$ cat src/hdl/assert_macros.svh
// Assertion macros used by the SHA-256 hash engine.
`ifndef ASSERT_MACROS_SVH
`define ASSERT_MACROS_SVH
// Implication checked on every clock edge outside reset.
`define ASSERT_IMPL(label, clk, rst, ante, cons, msg) \
  label: assert property (@(posedge clk) disable iff (rst) (ante) |-> (cons)) else $error(msg);
// Property that holds on every clock edge outside reset.
`define ASSERT_ALWAYS(label, clk, rst, prop, msg) \
  label: assert property (@(posedge clk) disable iff (rst) (prop)) else $error(msg);
`endif

$ cat src/hdl/sha_pkg.sv
// ----------------------------------------------------------------------------
// SHA-256 package
// Round constants, initial hash values and the round helper functions.
// ----------------------------------------------------------------------------
package sha_pkg;
  localparam int BLOCK_WORDS = 16;
  localparam int CHAIN_WORDS = 8;
  localparam int ROUNDS = 64;
  localparam logic [7:0] PAD_BYTE = 8'h80;

  localparam logic [31:0] ROUND_K [64] = '{
    32'h428a2f98, 32'h71374491, 32'hb5c0fbcf, 32'he9b5dba5, 32'h3956c25b, 32'h59f111f1,
    32'h923f82a4, 32'hab1c5ed5, 32'hd807aa98, 32'h12835b01, 32'h243185be, 32'h550c7dc3,
    32'h72be5d74, 32'h80deb1fe, 32'h9bdc06a7, 32'hc19bf174, 32'he49b69c1, 32'hefbe4786,
    32'h0fc19dc6, 32'h240ca1cc, 32'h2de92c6f, 32'h4a7484aa, 32'h5cb0a9dc, 32'h76f988da,
    32'h983e5152, 32'ha831c66d, 32'hb00327c8, 32'hbf597fc7, 32'hc6e00bf3, 32'hd5a79147,
    32'h06ca6351, 32'h14292967, 32'h27b70a85, 32'h2e1b2138, 32'h4d2c6dfc, 32'h53380d13,
    32'h650a7354, 32'h766a0abb, 32'h81c2c92e, 32'h92722c85, 32'ha2bfe8a1, 32'ha81a664b,
    32'hc24b8b70, 32'hc76c51a3, 32'hd192e819, 32'hd6990624, 32'hf40e3585, 32'h106aa070,
    32'h19a4c116, 32'h1e376c08, 32'h2748774c, 32'h34b0bcb5, 32'h391c0cb3, 32'h4ed8aa4a,
    32'h5b9cca4f, 32'h682e6ff3, 32'h748f82ee, 32'h78a5636f, 32'h84c87814, 32'h8cc70208,
    32'h90befffa, 32'ha4506ceb, 32'hbef9a3f7, 32'hc67178f2};

  localparam logic [31:0] INIT_H [8] = '{
    32'h6a09e667, 32'hbb67ae85, 32'h3c6ef372, 32'ha54ff53a,
    32'h510e527f, 32'h9b05688c, 32'h1f83d9ab, 32'h5be0cd19};

  function automatic logic [31:0] rotr(input logic [31:0] x, input int n);
    rotr = (x >> n) | (x << (32 - n));
  endfunction

  function automatic logic [31:0] sig0(input logic [31:0] x);
    sig0 = rotr(x, 7) ^ rotr(x, 18) ^ (x >> 3);
  endfunction

  function automatic logic [31:0] sig1(input logic [31:0] x);
    sig1 = rotr(x, 17) ^ rotr(x, 19) ^ (x >> 10);
  endfunction

  function automatic logic [31:0] bsig0(input logic [31:0] x);
    bsig0 = rotr(x, 2) ^ rotr(x, 13) ^ rotr(x, 22);
  endfunction

  function automatic logic [31:0] bsig1(input logic [31:0] x);
    bsig1 = rotr(x, 6) ^ rotr(x, 11) ^ rotr(x, 25);
  endfunction
endpackage

$ cat src/hdl/sha256_hash_engine.sv
// ----------------------------------------------------------------------------
// SHA-256 hash engine
// Hashes a byte stream and returns the 256-bit digest as four 64-bit words.
// ----------------------------------------------------------------------------
// Input channel: in_valid/in_stall carry msg_byte, has_byte, end_of_message.
// Each byte is packed into a 32-bit word of a 16-entry message RAM. When the
// 64th byte arrives, the 64-round compression runs, one round per cycle,
// reading the block words from that RAM; the schedule is kept in registers.
// The input is stalled until the compression has finished.
// The input is also stalled while the padding runs.
// An end flag pads the block (one or two compressions) and then presents
// four digest words on out_valid/out_stall, most significant first. The first
// word appears once the padding and its compressions are done. A stall from
// the receiver holds the current word; no input is taken until all four words
// have gone and ST_LAST has put the chaining state back to the initial values.
// Reset (rst, synchronous) empties the buffer and loads the initial values;
// the message RAM needs no clearing since padding writes every unused word.
// ----------------------------------------------------------------------------
`include "assert_macros.svh"

module sha256_hash_engine
  import sha_pkg::*;
(
  input  logic        clk,
  input  logic        rst,
  input  logic        in_valid,
  output logic        in_stall,
  input  logic [7:0]  msg_byte,
  input  logic        has_byte,
  input  logic        end_of_message,
  output logic        out_valid,
  input  logic        out_stall,
  output logic [63:0] digest_word,
  output logic [1:0]  word_index,
  output logic        last_word
);
  localparam int AW = $clog2(BLOCK_WORDS);

  typedef enum logic [6:0] {
    ST_IDLE = 7'b0000001,
    ST_PAD  = 7'b0000010,
    ST_PRE  = 7'b0000100,
    ST_RND  = 7'b0001000,
    ST_ADD  = 7'b0010000,
    ST_OUT  = 7'b0100000,
    ST_LAST = 7'b1000000
  } state_t;

  state_t      state;
  logic [31:0] chain [CHAIN_WORDS];
  logic [31:0] va, vb, vc, vd, ve, vf, vg, vh;
  logic [5:0]  fill;
  logic [63:0] msg_len;
  logic [23:0] partial;
  logic [6:0]  rnd;
  logic        final_pending;
  logic        len_block;
  logic [3:0]  pad_idx;
  logic [1:0]  out_idx;
  logic [31:0] w_hist [BLOCK_WORDS];
  logic        pad_done_flag;

  logic          we;
  logic [AW-1:0] waddr, raddr;
  logic [31:0]   wdata, rdata;

  sha_ram #(.WIDTH(32), .DEPTH(BLOCK_WORDS)) u_msg_ram (
    .clk(clk), .we(we), .waddr(waddr), .wdata(wdata), .raddr(raddr), .rdata(rdata)
  );

  logic        in_fire;
  logic [31:0] byte_word;
  logic [31:0] w_cur;
  logic [31:0] t1, t2;
  logic [63:0] bit_len;
  logic [5:0]  r6;

  assign in_stall  = (state != ST_IDLE);
  assign in_fire   = in_valid && !in_stall;
  assign byte_word = {partial, msg_byte};
  assign bit_len   = {msg_len[60:0], 3'b000};
  assign r6        = rnd[5:0];

  // The schedule history is kept in registers so rounds 16..63 need no
  // extra read ports; the RAM holds the raw block words for the first 16.
  always_comb begin
    if (rnd < 7'd16) begin
      w_cur = rdata;
    end else begin
      w_cur = sig1(w_hist[14]) + w_hist[9] + sig0(w_hist[1]) + w_hist[0];
    end
  end

  assign t1 = vh + bsig1(ve) + ((ve & vf) ^ (~ve & vg)) + ROUND_K[r6] + w_cur;
  assign t2 = bsig0(va) + ((va & vb) ^ (va & vc) ^ (vb & vc));

  always_comb begin
    we    = 1'b0;
    waddr = fill[5:2];
    wdata = byte_word;
    raddr = '0;
    if (state == ST_IDLE && in_fire && has_byte && fill[1:0] == 2'b11) begin
      we = 1'b1;
    end
    if (state == ST_PAD) begin
      we    = 1'b1;
      waddr = pad_idx;
      if (!len_block && pad_idx == fill[5:2]) begin
        case (fill[1:0])
          2'd0:    wdata = {PAD_BYTE, 24'h0};
          2'd1:    wdata = {partial[7:0], PAD_BYTE, 16'h0};
          2'd2:    wdata = {partial[15:0], PAD_BYTE, 8'h0};
          default: wdata = {partial, PAD_BYTE};
        endcase
      end else if (pad_idx == 4'd14 && !(fill >= 6'd56 && !len_block)) begin
        wdata = bit_len[63:32];
      end else if (pad_idx == 4'd15 && !(fill >= 6'd56 && !len_block)) begin
        wdata = bit_len[31:0];
      end else begin
        wdata = '0;
      end
    end
    if (state == ST_PRE) begin
      raddr = '0;
    end
    if (state == ST_RND) begin
      raddr = AW'(rnd[3:0] + 4'd1);
    end
  end

  always_ff @(posedge clk) begin
    if (rst) begin
      state         <= ST_IDLE;
      fill          <= '0;
      msg_len       <= '0;
      final_pending <= 1'b0;
      len_block     <= 1'b0;
      pad_idx       <= '0;
      out_idx       <= '0;
      rnd           <= '0;
      for (int i = 0; i < CHAIN_WORDS; i++) chain[i] <= INIT_H[i];
    end else begin
      case (state)
        ST_IDLE: begin
          if (in_fire) begin
            if (has_byte) begin
              fill    <= fill + 6'd1;
              msg_len <= msg_len + 64'd1;
              partial <= byte_word[23:0];
            end
            final_pending <= end_of_message;
            if (has_byte && fill == 6'd63) begin
              state <= ST_PRE;
            end else if (end_of_message) begin
              len_block <= 1'b0;
              pad_idx   <= has_byte ? (fill[5:2] + {3'b0, fill[1:0] == 2'b11}) : fill[5:2];
              state     <= ST_PAD;
            end
          end
        end
        ST_PAD: begin
          if (pad_idx == 4'd15) begin
            state <= ST_PRE;
          end else begin
            pad_idx <= pad_idx + 4'd1;
          end
        end
        ST_PRE: begin
          rnd <= '0;
          va <= chain[0]; vb <= chain[1]; vc <= chain[2]; vd <= chain[3];
          ve <= chain[4]; vf <= chain[5]; vg <= chain[6]; vh <= chain[7];
          state <= ST_RND;
        end
        ST_RND: begin
          for (int i = 0; i < BLOCK_WORDS - 1; i++) w_hist[i] <= w_hist[i+1];
          w_hist[BLOCK_WORDS-1] <= w_cur;
          vh <= vg; vg <= vf; vf <= ve; ve <= vd + t1;
          vd <= vc; vc <= vb; vb <= va; va <= t1 + t2;
          rnd <= rnd + 7'd1;
          if (rnd == 7'(ROUNDS - 1)) begin
            state <= ST_ADD;
          end
        end
        ST_ADD: begin
          chain[0] <= chain[0] + va; chain[1] <= chain[1] + vb;
          chain[2] <= chain[2] + vc; chain[3] <= chain[3] + vd;
          chain[4] <= chain[4] + ve; chain[5] <= chain[5] + vf;
          chain[6] <= chain[6] + vg; chain[7] <= chain[7] + vh;
          if (!final_pending) begin
            state <= ST_IDLE;
          end else if (!len_block && fill >= 6'd56) begin
            len_block <= 1'b1;
            pad_idx   <= '0;
            state     <= ST_PAD;
          end else if (!len_block && fill == 6'd0 && !pad_done_flag) begin
            len_block <= 1'b0;
            pad_idx   <= '0;
            state     <= ST_PAD;
          end else begin
            out_idx <= '0;
            state   <= ST_OUT;
          end
        end
        ST_OUT: begin
          if (!out_stall) begin
            out_idx <= out_idx + 2'd1;
            if (out_idx == 2'd3) begin
              state <= ST_LAST;
            end
          end
        end
        ST_LAST: begin
          for (int i = 0; i < CHAIN_WORDS; i++) chain[i] <= INIT_H[i];
          fill          <= '0;
          msg_len       <= '0;
          final_pending <= 1'b0;
          len_block     <= 1'b0;
          state         <= ST_IDLE;
        end
        default: state <= ST_IDLE;
      endcase
    end
  end

  // A full block that ends the message must still get its padding block.
  always_ff @(posedge clk) begin
    if (rst) begin
      pad_done_flag <= 1'b0;
    end else if (state == ST_PAD) begin
      pad_done_flag <= 1'b1;
    end else if (state == ST_IDLE) begin
      pad_done_flag <= 1'b0;
    end
  end

  assign out_valid   = (state == ST_OUT);
  assign word_index  = out_idx;
  assign last_word   = (out_idx == 2'd3);
  assign digest_word = {chain[{out_idx, 1'b0}], chain[{out_idx, 1'b1}]};

  `ASSERT_IMPL(a_no_in_when_out, clk, rst, out_valid, in_stall,
               "Input taken while a digest is pending.")
  `ASSERT_IMPL(a_last_is_three, clk, rst, out_valid && last_word, word_index == 2'd3,
               "Last word flag away from word three.")
  `ASSERT_ALWAYS(a_onehot, clk, rst, $onehot(state), "State register not one-hot.")
endmodule

$ cat src/hdl/sha_ram.sv
// ----------------------------------------------------------------------------
// Generic RAM
// Single write port, single read port with a registered read.
// ----------------------------------------------------------------------------
module sha_ram #(
  parameter int WIDTH = 32,
  parameter int DEPTH = 16
) (
  input  logic                     clk,
  input  logic                     we,
  input  logic [$clog2(DEPTH)-1:0] waddr,
  input  logic [WIDTH-1:0]         wdata,
  input  logic [$clog2(DEPTH)-1:0] raddr,
  output logic [WIDTH-1:0]         rdata
);
  logic [WIDTH-1:0] mem [DEPTH];

  always_ff @(posedge clk) begin
    if (we) begin
      mem[waddr] <= wdata;
    end
    rdata <= mem[raddr];
  end
endmodule
$ cat config.mk
export PLATFORM = sky130hd
export DESIGN_NAME = sha256_hash_engine
export DESIGN_NICKNAME = d
export VERILOG_FILES = /design/src/hdl/sha_pkg.sv /design/src/hdl/sha256_hash_engine.sv /design/src/hdl/sha_ram.sv
export VERILOG_INCLUDE_DIRS = /design/src /design/src/hdl
export SDC_FILE = /design/constraint.sdc
export NUM_CORES = 2
export LEC_CHECK = 0
export ABC_CLOCK_PERIOD_IN_PS = 34900
export BUFFER_PORTS_ARGS = -buffer_cell sky130_fd_sc_hd__buf_2
export CORE_MARGIN = 2
export CORE_UTILIZATION = 34
export CTS_CLUSTER_SIZE = 12
export DETAILED_ROUTE_END_ITERATION = 7
export GPL_TIMING_DRIVEN = 0
export PLACE_DENSITY = 0.54
export SLEW_MARGIN = 40
export SYNTH_ARGS = -nofsm -noshare
export SYNTH_HDL_FRONTEND = slang
export SYNTH_HIERARCHICAL = 1
export SYNTH_SLANG_ARGS = --single-unit
export TNS_END_PERCENT = 5
$ cat constraint.sdc
create_clock -name clk -period 34.9 [get_ports clk]
set_input_delay 3.49 -clock clk [delete_from_list [all_inputs] [get_ports clk]]
set_output_delay 3.49 -clock clk [all_outputs]
set_load 0.005 [all_outputs]
# Word-level counts from Yosys, hierarchy flattened
# Memory sizes are Yosys's and may differ from the RTL's. A register that Yosys moved wholly into a read port is not among the register bits.
# Index checks and enable logic that the tools add are counted.
dict set report word_totals {
  in_bits 14
  mem_count 4
  romBits 2048
  reg_bits 373
  elab_cells 253
  ram_bits 1280
  out_inout_bits 69
}
# memory words width rd rd_ports_with_merged_regs write_ports line
set mem_list {}
lappend mem_list {{(name not given)} 64 32 1 0 0 sha256_hash_engine.sv:94} ;# assign t1 = vh + bsig1(ve) + ((ve & vf) ^ (~ve & vg)) + ROUND_K[r6] + w_cur;
lappend mem_list {u_msg_ram.mem 16 32 1 1 1 sha_ram.sv:16} ;# logic [WIDTH-1:0] mem [DEPTH];
lappend mem_list {w_hist 16 32 16 0 16 sha256_hash_engine.sv:60} ;# logic [31:0] w_hist [BLOCK_WORDS];
lappend mem_list {chain 8 32 10 2 8 sha256_hash_engine.sv:50} ;# logic [31:0] chain [CHAIN_WORDS];
dict set report op_classes {
  eq_ne 31
  order_cmp 3
  bitwise 45
  reduce_logical 31
  n_mux 96
  addsub 25
}
# cell count
set ops {}
lappend ops {{32-bit 2-to-1 mux} 23}
lappend ops {{32-bit adder} 18}
lappend ops {{32-bit case mux with 2 select lines} 8}
lappend ops {{32-bit bitwise XOR} 9}
lappend ops {{32-bit AND} 5}
lappend ops {{64-bit 2-to-1 mux} 2}
lappend ops {{64-bit case mux with 2 select lines} 1}
lappend ops {{32-bit case mux with 3 select lines} 1}
lappend ops {{64-bit by 1-bit adder with 64-bit output, second input constant} 1}
lappend ops {{7-bit 2-to-1 mux} 7}
lappend ops {{7-bit case mux with 6 select lines} 1}
lappend ops {{4-bit 2-to-1 mux} 10}
lappend ops {{32-bit inverter} 1}
lappend ops {{10-bit by 32-bit bitwise OR with 32-bit output} 1}
lappend ops {{13-bit by 32-bit bitwise OR with 32-bit output} 1}
lappend ops {{14-bit by 32-bit bitwise OR with 32-bit output} 1}
lappend ops {{15-bit by 32-bit bitwise OR with 32-bit output} 1}
lappend ops {{19-bit by 32-bit bitwise OR with 32-bit output} 1}
lappend ops {{21-bit by 32-bit bitwise OR with 32-bit output} 1}
lappend ops {{25-bit by 32-bit bitwise OR with 32-bit output} 1}
lappend ops {{26-bit by 32-bit bitwise OR with 32-bit output} 1}
lappend ops {{30-bit by 32-bit bitwise OR with 32-bit output} 1}
lappend ops {{7-bit by 32-bit bitwise OR with 32-bit output} 1}
lappend ops {{32-bit by 22-bit bitwise XOR with 32-bit output} 1}
lappend ops {{50 further kinds} 133}

# Logic depth before layout (Yosys ltp)
# An unclocked memory read counts as a cell.
dict set report depth {
  depth_word 11
  depth_mapped 51
  mapped_depth_nobuf 51
}

# Hierarchy
# Netlist, hierarchy kept.
# module area_per_inst_um2 seq_area_each_um2 n_inst cells_each
set by_module_without_submodules {}
lappend by_module_without_submodules {sha256_hash_engine 70159.8 32030.7 1 6785}
lappend by_module_without_submodules {sha_ram 19835.3 16015.4 1 838}

# Worst setup path before layout
# OpenSTA, ideal clock, no wires.
dict set report synth_timing {
  kind {input to register}
  start {in rst}
  end {mem w_hist[0][0] (enable)}
  n_path_buf 2
  setup_time_ns 1.402
  cell_stages 3
  required_time_ns 33.498
  arrival_ns 25.080
  slack_ns 8.418
  path_cell_list {clkbuf_1 clkbuf_1 nor2_1}
}
# item line
set synth_lines {}
lappend synth_lines {{start, declared} sha256_hash_engine.sv:25} ;# input logic rst,
lappend synth_lines {{end, declared} sha256_hash_engine.sv:60}

==> flow_summary_export.csv <==
group,metric,value,unit
status,status,"finished clean",
worst_setup_path,endpoint,"va[31]",
worst_setup_path,crit_fanout,5,
sta,fin_ws,22.33,ns
worst_setup_path,critPathKind,"flop to flop",
placed_design,dp.cells,11340,
worst_setup_path,timing.rr.start,"w_hist[1][214]",
run,maxCapViolCount,0,
placed_design,detailed_place_hpwl,250300,um
placed_design,port_buffers,80,
logic_synthesis,synth-edff-count,1432,
floorplan,io_pins,83,
detailed_routing,postRouteAntennaNets,0,
worst_setup_path,reg2reg_depth,44,
worst_setup_path,arrival,13.11,ns
worst_setup_path,worst-path-buf-inv,8,
worst_setup_path,cp_common_cell,"inv_1",
sta,fmax,79.57,MHz
worst_setup_path,critical-path-max-stage-delay,0.62,ns
worst_setup_path,cpMaxStageDelayCell,"o41ai_1",
grt,grt_max_degree,59,
logic_synthesis,synth_warnings,6,
logic_synthesis,ys_ff_latch,1684,
worst_setup_path,r2r_slack,22.33,ns
logic_synthesis,synth_area_leader_cell,"edfxtp_1",
sta,period_share,0.3601,
detailed_routing,wire_per_inst,27.38,um
placed_design,dp_slack,22.60,ns
floorplan,coreArea,262700,sq um
worst_setup_path,crit_start,"w_hist[1][214]",
layout,instances_no_fill,11690,
sta,hold_viol_final,0,
worst_setup_path,critical_path.top_delay_family,"compound AO/OA/AOI/OAI gates",
worst_setup_path,required,35.44,ns
detailed_routing,routed-via-count,63820,
power_and_ir_drop,ir_drop,0.00004663,V
grt,overflow,0,
logic_synthesis,async_reset_ff_frac,0,
layout,finalNetCount,8640,
floorplan,fp.dieH,518.5,um
grt,grt_pass1_wl,451100,um
clock_network,htree_num_levels,4,
power_and_ir_drop,finalPower,4.956,mW
floorplan,start_util,0.3425,
clock_network,numCtsBuffers,188,
detailed_routing,drtIter0Drc,7666,
logic_synthesis,syn_area_per_cell,11.81,sq um
grt,grt_pass1_vias,61060,
logic_synthesis,syn_area,90000,sq um
sta,final.min_clock_period,12.57,ns
logic_synthesis,synth_top_flop_cell,"edfxtp_1",
power_and_ir_drop,leakage,38.35,nW
detailed_routing,wl_met1,143000,um
layout,final_util,0.3934,
logic_synthesis,synthTopCellsByArea,"edfxtp_1 48%, ha_1 5.7%, dfxtp_1 5.6%",
sta,drv_slew,0,
detailed_routing,wirelength,320100,um
worst_setup_path,critPathLaunchType,"flop",
logic_synthesis,yosysSeqAreaShare,0.5339,
logic_synthesis,synth_fp_nets,8242,
clock_network,numClockSinks,1684,
placed_design,globalplace.congestion,0.9830,
layout,design_area,103400,sq um
floorplan,die-area,268800,sq um
sta,finalSetupViolCount,0,
detailed_routing,drtPass1Iterations,8,
sta,fin_worst_skew,0.07315,ns
detailed_routing,vias_per_cell,5.458,
logic_synthesis,yosysTopAreaCellShare,0.4778,
layout,multi_input_area,39050,sq um
layout,syn2layout_area_growth,14.85,%
clock_network,cts.clk_slew.worst_paths,0.06,ns
clock_network,clk_latency,0.89,ns
detailed_routing,wl_met2,140600,um
clock_network,cts_max_path_buffers,3,
logic_synthesis,syn_inst,7623,
detailed_routing,top_layer,"met5",
sta,rsz0062_at_grt,"no",
clock_network,ctsHoldBuffers,0,
layout,layout.area.seq,48050,sq um
power_and_ir_drop,power.density,47.95,nW/um^2
sta,timing_worst_slew_pin_value,0.9823,ns
floorplan,fp-row-count,188,
detailed_routing,met3WireLength,25180,um
clock_network,cts_tree,"built",
grt,antenna_found_initial,27,
layout,fill_cells,25220,
detailed_routing,drcViolationCount,0,
sta,relSlewSlack,0.3382,
placed_design,place_area,97170,sq um
clock_network,cts_root_buf,"clkbuf_16",
worst_setup_path,cp-end-kind,"flop",
worst_setup_path,cp.depth,44,
grt,grt_usage,0.2329,
logic_synthesis,synth.distinct_cells,101,
clock_network,post-cts-setup-buffer-count,0,
worst_setup_path,timing.rr.end,"va[31]",
layout,layout-drive-gt1-share,0.1111,
clock_network,cts_resized,0,
worst_hold_path,worstHoldPathType,"flop to flop",
floorplan,die_w,518.5,um
[worst register-to-register path, delay by kind of cell (launching register included)]
family / cells / cell delay [ns]
xor+xnor: 6 / 1.70
compound gates: 18 / 5.22
flops: 1 / 0.59
buf+inv: 8 / 0.60
fa+ha+maj: 9 / 3.75
simple gates: 3 / 0.38
[flip-flops by register name (all words and copies together) (netlist names), named ones only]
register         flops
partial             24
chain              256
rnd                  7
vb                  32
word_index           2
vg                  32
msg_len             61
pad_idx              4
pad_done_flag        1
vh                  32
vf                  32
fill                 6
u_msg_ram/rdata     32
ve                  32
state                7
final_pending        1
va                  32
len_block            1
vc                  32
w_hist             512
vd                  32
u_msg_ram/mem      512
[cells in the final DEF (no fill, tap or decap), types with 249 or more instances in the layout]
cell	n
edfxtp_1	1432
nand2_1	1090
inv_1	494
nor2_1	429
ha_1	409
a21oi_1	407
xnor2_1	368
o21ai_0	318
clkbuf_1	252
dfxtp_1	252
xor2_1	249
[how the worst min path moves through the flow]
stage	start	end	slack, ns	cells past startpoint
2_1_floorplan	w_hist[0][132]	w_hist[0][100]	0.40	0
3_3_place_gp	w_hist[0][149]	w_hist[0][117]	0.40	0
3_5_place_dp	w_hist[0][175]	w_hist[0][143]	0.40	0
4_1_cts	w_hist[1][18]	w_hist[0][242]	0.37	0
5_1_grt	w_hist[1][18]	w_hist[0][242]	0.38	0
6_report	w_hist[1][18]	w_hist[0][242]	0.38	0
[cells in the mapped netlist, types with 48 or more instances]
cell and instances:
xor2_1 250, nand2b_1 81, mux4_2 198, nor2_1 445
o21a_1 59, o211ai_1 65, xnor2_1 377, inv_1 496
nor3_1 78, clkbuf_1 277, ha_1 409, dfxtp_1 252
fa_1 196, nor2b_1 60, a21o_1 206, o21ai_0 324
a211oi_1 48, a21oi_1 407, nand3_1 96, a22oi_1 75
nand2_1 1090, edfxtp_1 1432
[stage by stage]
step | TNS [ns] | hold WS (ns)
finish | 0 | 0.3816
CTS | 0 | 0.3731
floorplan | 0 | 0.4003
global placement | -375.55 | 0.4002
global route | 0 | 0.3833
detailed placement | 0 | 0.4045
[per-layer routing]
layer,track usage,vias up
met1,0.3368,32290
met4,0.07882,10
met5,0,-
met2,0.3513,2703
li1,-,28370
met3,0.04008,442
[cell type report]
class / count / share of cell area
clock inverter: 90 / 0.01027
tap: 3515 / 0.04255
sequential: 1684 / 0.4649
clock buffer: 250 / 0.04885
multi-input combinational: 5105 / 0.3779
timing repair buffer: 208 / 0.02346
inverter: 496 / 0.01811
buffer: 338 / 0.01389
antenna: 7 / 0.0001695
[cell families after synthesis]
logic type	count (synthesis)	share of synthesized area
compound gates	1545	0.1123
xor+xnor	628	0.06128
fa+ha+maj	610	0.1010
buf+inv	834	0.03529
flops	1684	0.5339
mux	253	0.05618
simple gates	2069	0.1001
[report_power, final]
group | switching (mW) | internal, mW | total [mW] | leakage, nW
clock | 0.858 | 1.12 | 1.98 | 2.96
sequential | 0.0142 | 2.20 | 2.21 | 14.8
combinational | 0.487 | 0.277 | 0.764 | 20.6
Power figures use the tool's default switching activity.
